### config.mk
export PLATFORM = sky130hd
export DESIGN_NAME = agn_queue
export DESIGN_NICKNAME = d
export VERILOG_FILES = /design/src/design/agn_pkg.sv /design/src/design/agn_queue.sv
export SDC_FILE = /design/constraint.sdc
export NUM_CORES = 1
export LEC_CHECK = 0
export BUFFER_PORTS_ARGS = -buffer_cell sky130_fd_sc_hd__buf_4
export CAP_MARGIN = 0
export CORE_MARGIN = 2
export CORE_UTILIZATION = 50
export CTS_CLUSTER_SIZE = 28
export DETAILED_ROUTE_END_ITERATION = 16
export PLACE_DENSITY_LB_ADDON = 0.25
export SYNTH_ARGS = -nofsm -noshare
export SYNTH_HDL_FRONTEND = slang
export SYNTH_SLANG_ARGS = --single-unit
export TNS_END_PERCENT = 5
### constraint.sdc
create_clock -name i_clk -period 3.2 [get_ports i_clk]
set_clock_uncertainty 0.2 [all_clocks]
set_input_delay 0.16 -clock i_clk [delete_from_list [all_inputs] [get_ports i_clk]]
set_output_delay 0.16 -clock i_clk [all_outputs]
set_load 0.01 [all_outputs]
### src/design/agn_pkg.sv
// ----------------------------------------------------------------------------
// agn_pkg
// Shared constants, state types and arithmetic limits of the block gain
// normalizer.
// ----------------------------------------------------------------------------
package agn_pkg;

    localparam int AGN_MAX_BLOCK = 1024;   // default sample capacity of one bank
    localparam int CFG_W         = 11;     // block_length register width
    localparam int SAMPLE_W      = 16;
    localparam int GAIN_W        = 16;     // unsigned Q4.12
    localparam int GAIN_FRAC     = 12;
    localparam int RESET_LEN     = 960;
    localparam int GAIN_UNITY    = 4096;
    localparam int GAIN_MIN      = 410;
    localparam int GAIN_MAX      = 40960;
    localparam int LEVEL_NUM     = 15625;  // sum * 15625 <= N * 512 means level <= 1e-6
    localparam int LEVEL_SHIFT   = 9;
    localparam int DIV_SHIFT     = 27;     // N * 2^27 / (10 * sum)
    localparam int DIV_SCALE     = 10;
    localparam int Q_DEPTH       = 4;      // front-to-back queue entries

    typedef enum logic [1:0] {
        BK_IDLE,
        BK_READ,
        BK_OUT,
        BK_GAIN
    } t_back_state;

    typedef enum logic [2:0] {
        GN_IDLE,
        GN_MUL,
        GN_CMP,
        GN_DIV,
        GN_DONE
    } t_gain_state;

endpackage

### src/design/agn_queue.sv
// ----------------------------------------------------------------------------
// agn_queue
// Short first-word-fall-through queue that decouples the front end from the
// back end.
// ----------------------------------------------------------------------------
module agn_queue
    import agn_pkg::*;
#(
    parameter int WIDTH = 32,
    parameter int DEPTH = Q_DEPTH
) (
    input  logic             i_clk,
    input  logic             i_rst_n,
    input  logic             i_push,
    input  logic [WIDTH-1:0] i_data,
    output logic             o_in_ready,
    input  logic             i_pop,
    output logic             o_out_valid,
    output logic [WIDTH-1:0] o_data
);

    localparam int PTR_W = (DEPTH > 1) ? $clog2(DEPTH) : 1;
    localparam int CNT_W = $clog2(DEPTH + 1);

    logic [WIDTH-1:0] r_mem [DEPTH];
    logic [PTR_W-1:0] r_wr_ptr, n_wr_ptr;
    logic [PTR_W-1:0] r_rd_ptr, n_rd_ptr;
    logic [CNT_W-1:0] r_count, n_count;
    logic             w_push;
    logic             w_pop;

    assign o_in_ready  = (r_count != CNT_W'(DEPTH));
    assign o_out_valid = (r_count != '0);
    assign o_data      = r_mem[r_rd_ptr];
    assign w_push      = i_push && o_in_ready;
    assign w_pop       = i_pop && o_out_valid;

    always_comb begin
        n_wr_ptr = r_wr_ptr;
        n_rd_ptr = r_rd_ptr;
        n_count  = r_count;
        if (w_push) begin
            n_wr_ptr = (r_wr_ptr == PTR_W'(DEPTH - 1)) ? '0 : r_wr_ptr + 1'b1;
        end
        if (w_pop) begin
            n_rd_ptr = (r_rd_ptr == PTR_W'(DEPTH - 1)) ? '0 : r_rd_ptr + 1'b1;
        end
        if (w_push && !w_pop) begin
            n_count = r_count + 1'b1;
        end else if (w_pop && !w_push) begin
            n_count = r_count - 1'b1;
        end
    end

    always_ff @(posedge i_clk) begin
        if (!i_rst_n) begin
            r_wr_ptr <= '0;
            r_rd_ptr <= '0;
            r_count  <= '0;
        end else begin
            r_wr_ptr <= n_wr_ptr;
            r_rd_ptr <= n_rd_ptr;
            r_count  <= n_count;
        end
    end

    always_ff @(posedge i_clk) begin
        if (w_push) begin
            r_mem[r_wr_ptr] <= i_data;
        end
    end

    a_count_bound: assert property (@(posedge i_clk) disable iff (!i_rst_n)
        r_count <= CNT_W'(DEPTH))
        else $error("queue fill count beyond depth");

endmodule

======== Word level (Yosys, flattened, before mapping) ========
Memories as Yosys holds them, arrays and structs flattened. A register that Yosys moved wholly into a read port is not among the register bits.
Index checks and enable logic that the tools add are counted.
word-level totals
  input bits .............................. 36
  word-level logic and storage cells ...... 27
  register bits ........................... 7
  memories kept ........................... 1
  output and inout port bits .............. 34
  memory bits (writable) .................. 128
memories
  memory  words  width  read ports  clocked after Yosys merged registers in  wr ports  line             text
  r_mem   4      32     1           1                                        1         agn_queue.sv:25  logic [WIDTH-1:0] r_mem [DEPTH];
cells by class
  reductions and logical operators ........ 8
  $add $sub $neg .......................... 4
  eq/ne operators ......................... 3
  muxes and demuxes ....................... 8
operators with widths
  operator                                                            number
  2-bit 2-to-1 mux                                                    4
  3-bit 2-to-1 mux                                                    2
  2-bit by 1-bit adder with 2-bit output, second input constant       2
  2-bit == test, second input constant                                2
  1-bit logical AND                                                   4
  3-bit by 1-bit adder with 3-bit output, second input constant       1
  3-bit inequality test, second input constant                        1
  3-bit nonzero test                                                  1
  3-bit by 1-bit subtractor with 3-bit output, second input constant  1
  1-bit logical NOT                                                   2
  1-bit 2-to-1 mux                                                    2
  2-bit nonzero test                                                  1

======== Logic depth before layout (Yosys ltp) ========
  word-level depth ........................ 6
  gate-level depth with buffers ........... 9
  gate-level depth less buffers ........... 8

======== Worst setup path after synthesis ========
OpenSTA, ideal clock, no wires.
  path type ............................... flip-flop to flip-flop
  start point ............................. register r_count[0]
  end point ............................... register r_count[2]
  cell stages (with the launch flop) ...... 8
  setup slack ............................. 796 ps
  arrival time ............................ 2,128 ps
  library setup time ...................... 76 ps
  required time ........................... 2,924 ps
  cell sequence ........................... dfxtp_1 o31ai_1 ha_1 inv_1 fa_1 xor2_1 or3_2 a21boi_0
between the ends
  longest elaborated chain between the ends .. 5
  elaborated cells between the ends (all ways) .. 13
RTL lines
  element                                                                              line             text
  start, declared                                                                      agn_queue.sv:28  logic [CNT_W-1:0] r_count, n_count;
  start signal, assigned                                                               agn_queue.sv:63  r_count <= n_count;
  branches (longest 5 deep; another with 3-bit by 1-bit subtractor with 3-bit output)  n/a
Several ways; the timed one is not identified. The select of a mux whose other input is x is not followed.
A chain may end at the register's enable or synchronous reset.

======== Worst setup path in the final report ========
Ends and elaborated chain as after synthesis.

==> impl_metrics.tcl <==
set metrics [dict create \
    ios 70 \
    drc 0 \
    layoutNonFillerInstCount 487 \
    r2r_slack_ns 0.62 \
    rsz0062_at_grt "false" \
    combinationalPowerShare_pct 21.7 \
    critical_path.max_fanout 5 \
    cap_violations 0 \
    syn_inst 218 \
    areaGrowthSynthToFinish_pct 31.9 \
    cts_tree "yes" \
    ys_seq_area_share_pct 79.0 \
    dp.cells 418 \
    pwr-share-clk_pct 34.5 \
    hold_viol 0 \
    drv_slew 0 \
    ant_nets 0 \
    num_vias 2525 \
    htree_num_levels 4 \
    start_kind "flip-flop" \
    p_int_mw 3.94 \
    place.gp.congestion 0.730 \
    grt_max_degree 33 \
    setup_violations 0 \
    routedWlPerCell_um 18.1 \
    netlist.area_leader.share_pct 75.4 \
    powerDensity_mw_per_mm2 786 \
    layout-drive-gt1-share_pct 41.2 \
    ir_drop_v 0.000504 \
    relSlewSlack_pct 42.5 \
    io_buffers 69 \
    cts_made_buffers 17 \
    grt_pass1_wl_um 13800 \
    worstSetupPathType "reg2reg" \
    clockRootBuffer "clkbuf_8" \
    antenna_cells 0 \
    antenna_found_initial 0 \
    synthTopCellsByCount "edfxtp_1, mux4_2, dfxtp_1, ha_1, nand2_1" \
    async_flop_share_pct 0 \
    fmaxAchievable_mhz 388 \
    worstMarginPinSlew_ns 0.863 \
    crit_arrival_ns 2.81 \
    cts_resized 0 \
    fin_crit_ns 2.58 \
    clock_latency_ns 0.50 \
    fp.dieH_um 105 \
    cts_buffer_depth 2 \
    finalSetupTns_ns 0 \
    netlist_area_mm2 0.00509 \
    cellLeakagePower_nw 2.34 \
    required_ns 3.43 \
    post-dp-hpwl_um 5070 \
    path_clk_slew_ns 0.06 \
    grtUsageTotal_pct 17.1 \
    routed_via_density 5.18 \
    numClockSinks 137 \
    synthFlopType "edfxtp_1" \
    grt_overflow_total 0 \
    synth_edf_count 128 \
    status "complete, no violations" \
    crit_path_end_kind "flip-flop" \
    ys_types 28 \
    min_path_type "in2reg" \
    start_util_pct 51.9 \
    post-route-period-util_pct 80.6 \
    swShare_pct 25.4 \
    sequentialPowerShare_pct 43.8 \
    grt_pass1_vias 2680 \
    rows 36 \
    synth_area_leaders "edfxtp_1, mux4_2, dfxtp_1" \
    ys_ff_latch 137 \
    synth_area_leader_cell "edfxtp_1" \
    switchingPower_mw 1.34 \
    synth_most_common_cell "edfxtp_1" \
    synth.avg_cell_area_um2 23.4 \
    dr.first_iter.drc_count 148 \
    layout.nets 384 \
    dieArea_mm2 0.0110 \
    synth_fp_nets 261 \
    die_w_um 105 \
    routed_wl_um 8800 \
    dr.pass1.iters 4 \
    yosys_warnings 0 \
    core_area_mm2 0.00982 \
]
## metal layers
| layer | share of wire (%) | global-route usage (%) | vias up |
|---|---|---|---|
| li1 | - | - | 1160 |
| met5 | 0 | 0 | - |
| met3 | 4.7 | 4.99 | 4 |
| met1 | 44 | 22.5 | 1287 |
| met2 | 51 | 27.7 | 74 |
| met4 | 0.39 | 5.71 | 0 |
## sequential cells by signal, summed over array words and instances (netlist names), named ones only
register  count
r_wr_ptr      2
r_count       3
r_mem       128
r_rd_ptr      2
## power by group through the flow
stage,clock network [mW],registers (mW),logic (mW)
6_report,1.82,2.31,1.15
5_1_grt,1.95,2.34,1.23
4_1_cts,1.86,2.32,1.16
3_5_place_dp,0,2.36,1.12
3_3_place_gp,0,2.34,1.10
2_1_floorplan,0,2.26,0.727
## final timing paths
path | startpoint | depth (start not counted) | to
worst max register to register | r_count[0]$_SDFFE_PN0P_ | 7 | r_count[2]$_SDFFE_PN0P_
worst min register to register | r_wr_ptr[1]$_SDFFE_PN0P_ | 2 | r_wr_ptr[1]$_SDFFE_PN0P_
worst min-delay path | i_data[27] | 2 | r_mem[3][27]$_DFFE_PP_
worst max-delay path | r_count[0]$_SDFFE_PN0P_ | 7 | r_count[2]$_SDFFE_PN0P_
## critical path, stage by stage, from the launching register on
cell	delay [ns]
dfxtp_1	0.36
o31ai_1	0.48
ha_1	0.30
inv_1	0.06
fa_1	0.37
xor2_1	0.18
or3_2	0.40
a21boi_0	0.16
## metrics by stage
stage                     util [%]  setup WS (ns)  power (mW)  hold WS, ns  area (um2)
after floorplan                  -          0.796        2.99       0.0589        5090
after global placement        58.9          0.706        3.45        0.160        5780
after detailed placement      58.9          0.638        3.47        0.163        5780
after CTS                     68.4          0.560        5.34        0.166        6720
after global routing          68.4          0.395        5.52        0.179        6720
final                         68.4          0.622        5.28        0.199        6720
## kinds of logic after synthesis
logic type	count (synthesis)	synth area share (%)
xor+xnor	2	0.344
fa+ha+maj	7	1.87
flops	137	79.0
simple gates	20	2.31
buf+inv	12	1.28
compound gates	6	0.688
mux	34	14.5
## final cells by class
cell class	instances	area [um2]
Clock buffer	18	418
Clock inverter	14	149
Fill cell	654	3100
Inverter	3	11.3
Multi-Input combinational cell	69	1010
Sequential cell	137	4030
Tap cell	133	166
Timing Repair Buffer	113	941
## repair_timing
action	CTS	global route
hold buffers	37	0
endpoints found under the hold margin	137	0
setup buffers	0	0
endpoints found under the setup margin	0	0
## cell usage in the layout, fill, tap and decap left out, drive strengths merged, types with 4 or more instances in the layout
cell and count:
clkinv 4, dlygate4sd3 37, dfxtp 9, and3 4, buf 76, edfxtp 128
clkinvlp 5, nand2 5, o21ai 4, clkbuf 18, ha 6, inv 6
mux4 32
(Power assumes the default switching activity.)
