`src/design/agn_pkg.sv`:
```
// ----------------------------------------------------------------------------
// agn_pkg
// Shared constants, state types and arithmetic limits of the block gain
// normalizer.
// ----------------------------------------------------------------------------
package agn_pkg;

    localparam int AGN_MAX_BLOCK = 1024;   // default sample capacity of one bank
    localparam int CFG_W         = 11;     // block_length register width
    localparam int SAMPLE_W      = 16;
    localparam int GAIN_W        = 16;     // unsigned Q4.12
    localparam int GAIN_FRAC     = 12;
    localparam int RESET_LEN     = 960;
    localparam int GAIN_UNITY    = 4096;
    localparam int GAIN_MIN      = 410;
    localparam int GAIN_MAX      = 40960;
    localparam int LEVEL_NUM     = 15625;  // sum * 15625 <= N * 512 means level <= 1e-6
    localparam int LEVEL_SHIFT   = 9;
    localparam int DIV_SHIFT     = 27;     // N * 2^27 / (10 * sum)
    localparam int DIV_SCALE     = 10;
    localparam int Q_DEPTH       = 4;      // front-to-back queue entries

    typedef enum logic [1:0] {
        BK_IDLE,
        BK_READ,
        BK_OUT,
        BK_GAIN
    } t_back_state;

    typedef enum logic [2:0] {
        GN_IDLE,
        GN_MUL,
        GN_CMP,
        GN_DIV,
        GN_DONE
    } t_gain_state;

endpackage

```
`src/design/agn_front.sv`:
```
// ----------------------------------------------------------------------------
// agn_front
// Accepts samples, holds block_length, tracks the position in the block and
// tags each word with its position, the block length and an end-of-block flag.
// ----------------------------------------------------------------------------
module agn_front
    import agn_pkg::*;
#(
    parameter int MAX_BLOCK = AGN_MAX_BLOCK,
    parameter int POS_W     = $clog2(MAX_BLOCK),
    parameter int LEN_W     = $clog2(MAX_BLOCK + 1),
    parameter int ENTRY_W   = 1 + LEN_W + POS_W + SAMPLE_W
) (
    input  logic                i_clk,
    input  logic                i_rst_n,
    input  logic                i_valid,
    output logic                o_ready,
    input  logic [SAMPLE_W-1:0] i_sample,
    input  logic                i_cfg_valid,
    output logic                o_cfg_ready,
    input  logic [CFG_W-1:0]    i_cfg_block_length,
    input  logic                i_q_ready,
    output logic                o_q_push,
    output logic [ENTRY_W-1:0]  o_q_data
);

    localparam int CMP_W = (LEN_W > CFG_W) ? LEN_W : CFG_W;

    logic [CFG_W-1:0] r_block_length;
    logic [POS_W-1:0] r_count, n_count;
    logic [CMP_W-1:0] w_len_ext;
    logic [LEN_W-1:0] w_len;
    logic [LEN_W-1:0] w_count_inc;
    logic             w_last;
    logic             w_accept;

    assign o_cfg_ready = 1'b1;
    assign o_ready     = i_q_ready;
    assign w_accept    = i_valid && i_q_ready;

    // effective length: zero counts as one, clamp to bank capacity
    always_comb begin
        w_len_ext = CMP_W'(r_block_length);
        if (r_block_length == '0) begin
            w_len_ext = CMP_W'(1);
        end else if (CMP_W'(r_block_length) > CMP_W'(MAX_BLOCK)) begin
            w_len_ext = CMP_W'(MAX_BLOCK);
        end
        w_len = w_len_ext[LEN_W-1:0];
    end

    assign w_count_inc = LEN_W'(r_count) + 1'b1;
    assign w_last      = (w_count_inc >= w_len);
    assign n_count     = w_last ? '0 : w_count_inc[POS_W-1:0];

    assign o_q_push = w_accept;
    assign o_q_data = {w_last, w_len, r_count, i_sample};

    always_ff @(posedge i_clk) begin
        if (!i_rst_n) begin
            r_block_length <= CFG_W'(RESET_LEN);
            r_count        <= '0;
        end else begin
            if (i_cfg_valid) begin
                r_block_length <= i_cfg_block_length;
            end
            if (w_accept) begin
                r_count <= n_count;
            end
        end
    end

endmodule

```
`config.mk`:
```
export PLATFORM = sky130hd
export DESIGN_NAME = agn_front
export DESIGN_NICKNAME = d
export VERILOG_FILES = /design/src/design/agn_pkg.sv /design/src/design/agn_front.sv
export SDC_FILE = /design/constraint.sdc
export NUM_CORES = 1
export LEC_CHECK = 0
export ABC_AREA = 1
export ABC_CLOCK_PERIOD_IN_PS = 5100
export BUFFER_PORTS_ARGS = -buffer_cell sky130_fd_sc_hd__clkbuf_2
export CORE_MARGIN = 5
export CORE_UTILIZATION = 35
export DETAILED_ROUTE_END_ITERATION = 16
export SETUP_SLACK_MARGIN = 0.02
export SYNTH_ARGS = -nofsm -noshare
export SYNTH_HDL_FRONTEND = slang
export SYNTH_SLANG_ARGS = --single-unit
```
`constraint.sdc`:
```
create_clock -name i_clk -period 5.1 [get_ports i_clk]
set_input_delay 1.02 -clock i_clk [delete_from_list [all_inputs] [get_ports i_clk]]
set_output_delay 1.02 -clock i_clk [all_outputs]
set_load 0.05 [all_outputs]
```
* Yosys cells after proc, flatten, opt, wreduce, memory -nomap -nowiden
Index checks and enable logic that the tools add are counted.
** Storage, ports and cells
- Flip-flop bits (word level) :: 21
- Input bits :: 32
- Logic and storage cells :: 10
** Operators by class
- Add/sub/neg operators :: 1
- Magnitude comparators :: 2
- Multiplexer cells :: 3
- Reduce and logical (&&, ||, !) cells :: 2
** Operators by type and width (number)
- 11-bit two-way mux :: 2
- 10-bit by 1-bit adder with 11-bit output, second input constant :: 1
- 11-bit greater-or-equal comparator :: 1
- 11-bit > comparator, second input constant :: 1
- 11-bit zero test :: 1
- 10-bit two-way mux :: 1
- 1-bit logical AND :: 1

* Logic depth before layout (Yosys ltp)
- Depth after elaboration :: 5
- Depth in mapped cells :: 19

* Worst setup path after synthesis
No wires, ideal clock.
- Kind :: flip-flop to output port
- Start :: reg r_block_length[4]
- End :: out o_q_data[37]
- Data arrival time :: 2.673 ns
- Required time :: 4.080 ns
- Setup slack :: 1.407 ns
- Cell stages (with the launch flop) :: 20
- Buffers on the path :: 2
- Cell sequence :: dfxtp_1 > inv_1 > nand4_1 > nor2_1 > nand2_1 > nand2_1 > inv_1 > nor2_1 > inv_1 > ha_1 > nand2_1 > inv_1 > nand2_1 > nand2_1 > nand2_1 > nand2_1 > nor2_2 > buf_6 > inv_1 > buf_4
** On the way
- Word-level cells in the longest chain between the ends :: 4
- Elaborated cells on any way between the ends :: 5
- Classes of those cells :: order compare: 2; mux: 2; reduce/logical: 1
** Ends and longest elaborated chain
- start: declaration :: line agn_front.sv:29 : logic [CFG_W-1:0] r_block_length;
- start signal: assignment :: line agn_front.sv:61 : r_block_length <= CFG_W'(RESET_LEN);
- start signal: assignment :: line agn_front.sv:65 : r_block_length <= i_cfg_block_length;
- 11-bit > comparator :: line agn_front.sv:46 : end else if (CMP_W'(r_block_length) > CMP_W'(MAX_BLOCK)) begin
- 11-bit two-way mux :: line agn_front.sv:46
- 11-bit two-way mux (*) :: line agn_front.sv:44 : if (r_block_length == '0) begin
- via o_q_data[32] :: line agn_front.sv:24 : output logic [ENTRY_W-1:0] o_q_data
- 11-bit greater-or-equal comparator (*) :: line agn_front.sv:53 : assign w_last = (w_count_inc >= w_len);
- end: declaration :: line agn_front.sv:24
The timed path passes the listed nets; every way through them passes the cells marked *.

* Final worst setup path
- Start :: reg r_count[0]
- End :: out o_q_data[37]
** On the way
- Word-level cells in the longest chain between the ends :: 2
** Ends and longest elaborated chain
- start: declaration :: line agn_front.sv:30 : logic [POS_W-1:0] r_count, n_count;
- start signal: assignment :: line agn_front.sv:68 : r_count <= n_count;
- 10-bit by 1-bit adder with 11-bit output :: line agn_front.sv:52 : assign w_count_inc = LEN_W'(r_count) + 1'b1;
- 11-bit greater-or-equal comparator :: line agn_front.sv:53
No other way between the ends.

==> out/metrics.yaml <==
status: "completed"
drt_iter0_drc: 64
die_w_um: 77.9
slew_violations: 0
synth.yosys.seq_area_share: 0.260
wl_met3_um: 172
worst_slack_ns: 1.40
holdBufCountCts: 0
grt_pass1_wl_mm: 5.87
layout_common_cells: "nand2_1 (46), clkbuf_2 (39), inv_1 (34)"
routabilityCongestion: 0.770
arrival_ns: 2.68
ant_nets: 0
synth_nets: 270
period_minus_slack_ns: 3.70
grt_antenna_before_repair: 0
cellPowerDensity_nw_per_um2: 221
cts_made_buffers: 3
crit_end: "o_q_data[37]"
fin_setup_tns_ns: 0
cap_viol_max_count: 0
drt_first_pass_iters: 4
drive_gt1_frac: 0.316
reg2reg_to: "r_count[8]"
via_per_inst: 4.57
yosysWarnings: 0
total_power_mw: 0.386
io_buffers: 39
syn_avg_cell_area_um2: 7.15
post_cts_buffers: 0
num_rows: 24
cts_resized: 0
grt_pass1_vias: 1322
met2_wirelength_mm: 1.59
area_growth_syn_to_layout_pct: 8.06
fin_crit_sh: 0.726
clk_latency_ns: 0.26
crit_top_cell: "nand2_1"
htreeDepth: 1
cts_num_sinks: 21
startpoint_type: "register"
synth_seq_cells: 21
grt_usage: 0.115
dpl_cell_area_um2: 1700
post_drt_wl_per_cell_um: 11.7
slew_headroom: 0.616
layout_commonest_cell: "nand2_1"
cts_tree: "done"
root_buffer: "clkbuf_8"
top_layer_used: "met4"
place_hpwl_mm: 2.81
finClkSkew_ns: 0.00493
fp.dieArea_um2: 6070
crit_path_max_fanout: 11
worst_path_largest_cell_delay_ns: 0.42
cpMaxStageDelayCell: "dfxtp_1"
clock_path_buffers: 2
die_h_um: 77.9
pin_count: 73
synth.cell_area_um2: 1620
grt_max_degree: 17
num_vias: 1354
ir_drop_v: 0.000149
cp-end-kind: "output port"
fmax_mhz: 270
coreArea_um2: 4410
crit_path_start: "r_count[0]"
routed_wl_mm: 3.45
postLayoutCellArea_um2: 1750
overflow: 0
finalHoldViolCount: 0
worstPathCellList: "ha_1 -> nand2_1 -> nor2_1 -> nand2_1 -> xor2_1 -> inv_2 -> ha_1 -> nand2_1 -> inv_1 -> nand2_1 -> nor2_1 -> nand2_1 -> nand2_1 -> nor2_2 -> buf_4 -> inv_1 -> clkbuf_2"
met1Wirelength_mm: 1.64
critPathRequiredTime_ns: 4.08
setup_viol: 0
reg2reg_depth: 17
nNetsFinal: 289
rsz0062_at_grt: "no"
critPathKind: "reg -> out"
start_util: 0.366
hp-class: "reg -> reg"
regToRegSetupSlack_ns: 2.67
diodes: 0
synthCells: 226
synth_cell_types: 25
place_ws_ns: 1.70
max_slew.worst_pin.slew_ns: 0.575
r2r-start: "r_count[0]"
cts.clk_slew.worst_paths_ns: 0.08
drc: 0
p_leak_nw: 0.879
## registers in the layout, indices dropped and copies added (netlist names)
signal          cells
r_block_length     11
r_count            10
## power breakdown
part           leakage (nW)  switching, mW  total [mW]  internal (mW)
registers             0.172        0.00355       0.174          0.171
clock network        0.0228         0.0567       0.113         0.0558
logic                 0.684         0.0733      0.0989         0.0256
## cells in the mapped netlist, drive strengths merged
master / number / area (um^2)
xnor2: 3 / 41.3
nor3: 1 / 5.00
dfxtp: 21 / 420
ha: 12 / 150
o21ai: 12 / 60.1
clkbuf: 3 / 11.3
nand3b: 2 / 15.0
nand2: 50 / 198
buf: 23 / 171
inv: 37 / 139
nand4: 2 / 12.5
conb: 1 / 3.75
xor2: 4 / 35.0
a21oi: 22 / 151
nor2: 19 / 81.3
nand3: 14 / 120
## routing by layer
| metal | vias up | GRT usage |
|---|---|---|
| met3 | 4 | 0.0289 |
| met5 | - | 0 |
| met1 | 602 | 0.147 |
| met4 | 0 | 0.0321 |
| li1 | 723 | - |
| met2 | 25 | 0.190 |
## worst max-delay path: cells and delay by family, from the launching register on
family / cells / cell delay, ns
flip-flops: 1 / 0.42
adder cells (fa/ha/maj): 2 / 0.50
XOR/XNOR: 1 / 0.16
buffers and inverters: 5 / 0.63
AND/OR/NAND/NOR: 9 / 0.69
## worst min-delay path by stage
stage,from,to,slack (ns),depth (start not counted)
2_1_floorplan,r_block_length[0],r_block_length[0],0.45,2
3_3_place_gp,r_block_length[5],r_block_length[5],0.47,2
3_5_place_dp,r_block_length[0],r_block_length[0],0.47,2
4_1_cts,r_block_length[5],r_block_length[5],0.49,2
5_1_grt,r_block_length[8],r_block_length[8],0.51,2
6_report,r_block_length[0],r_block_length[0],0.48,2
## area by class of cell
type | instances | area, um^2
clock buffer | 4 | 45.0
fill | 480 | 2670
inverter | 37 | 139
multi-input combinational | 142 | 873
sequential | 21 | 420
tap | 52 | 65.1
timing repair buffer | 40 | 203
## kinds of logic (layout without fill, tap and decap cells)
kind of cell             count (synthesis)  after routing  share of synthesized area
adder cells (fa/ha/maj)                 12             12                     0.0929
other                                    1              1                    0.00232
buffers and inverters                   63             81                      0.199
flip-flops                              21             21                      0.260
AO/OA/AOI/OAI                           34             34                      0.131
XOR/XNOR                                 7              7                     0.0472
AND/OR/NAND/NOR                         88             88                      0.267
## through the flow
step	hold WS, ns	cells	utilization
2_1_floorplan	0.448	226	-
3_3_place_gp	0.468	292	0.385
3_5_place_dp	0.474	292	0.385
4_1_cts	0.486	296	0.395
5_1_grt	0.508	296	0.395
6_report	0.481	296	0.395
No activity file was read; power rests on OpenSTA's default activity.
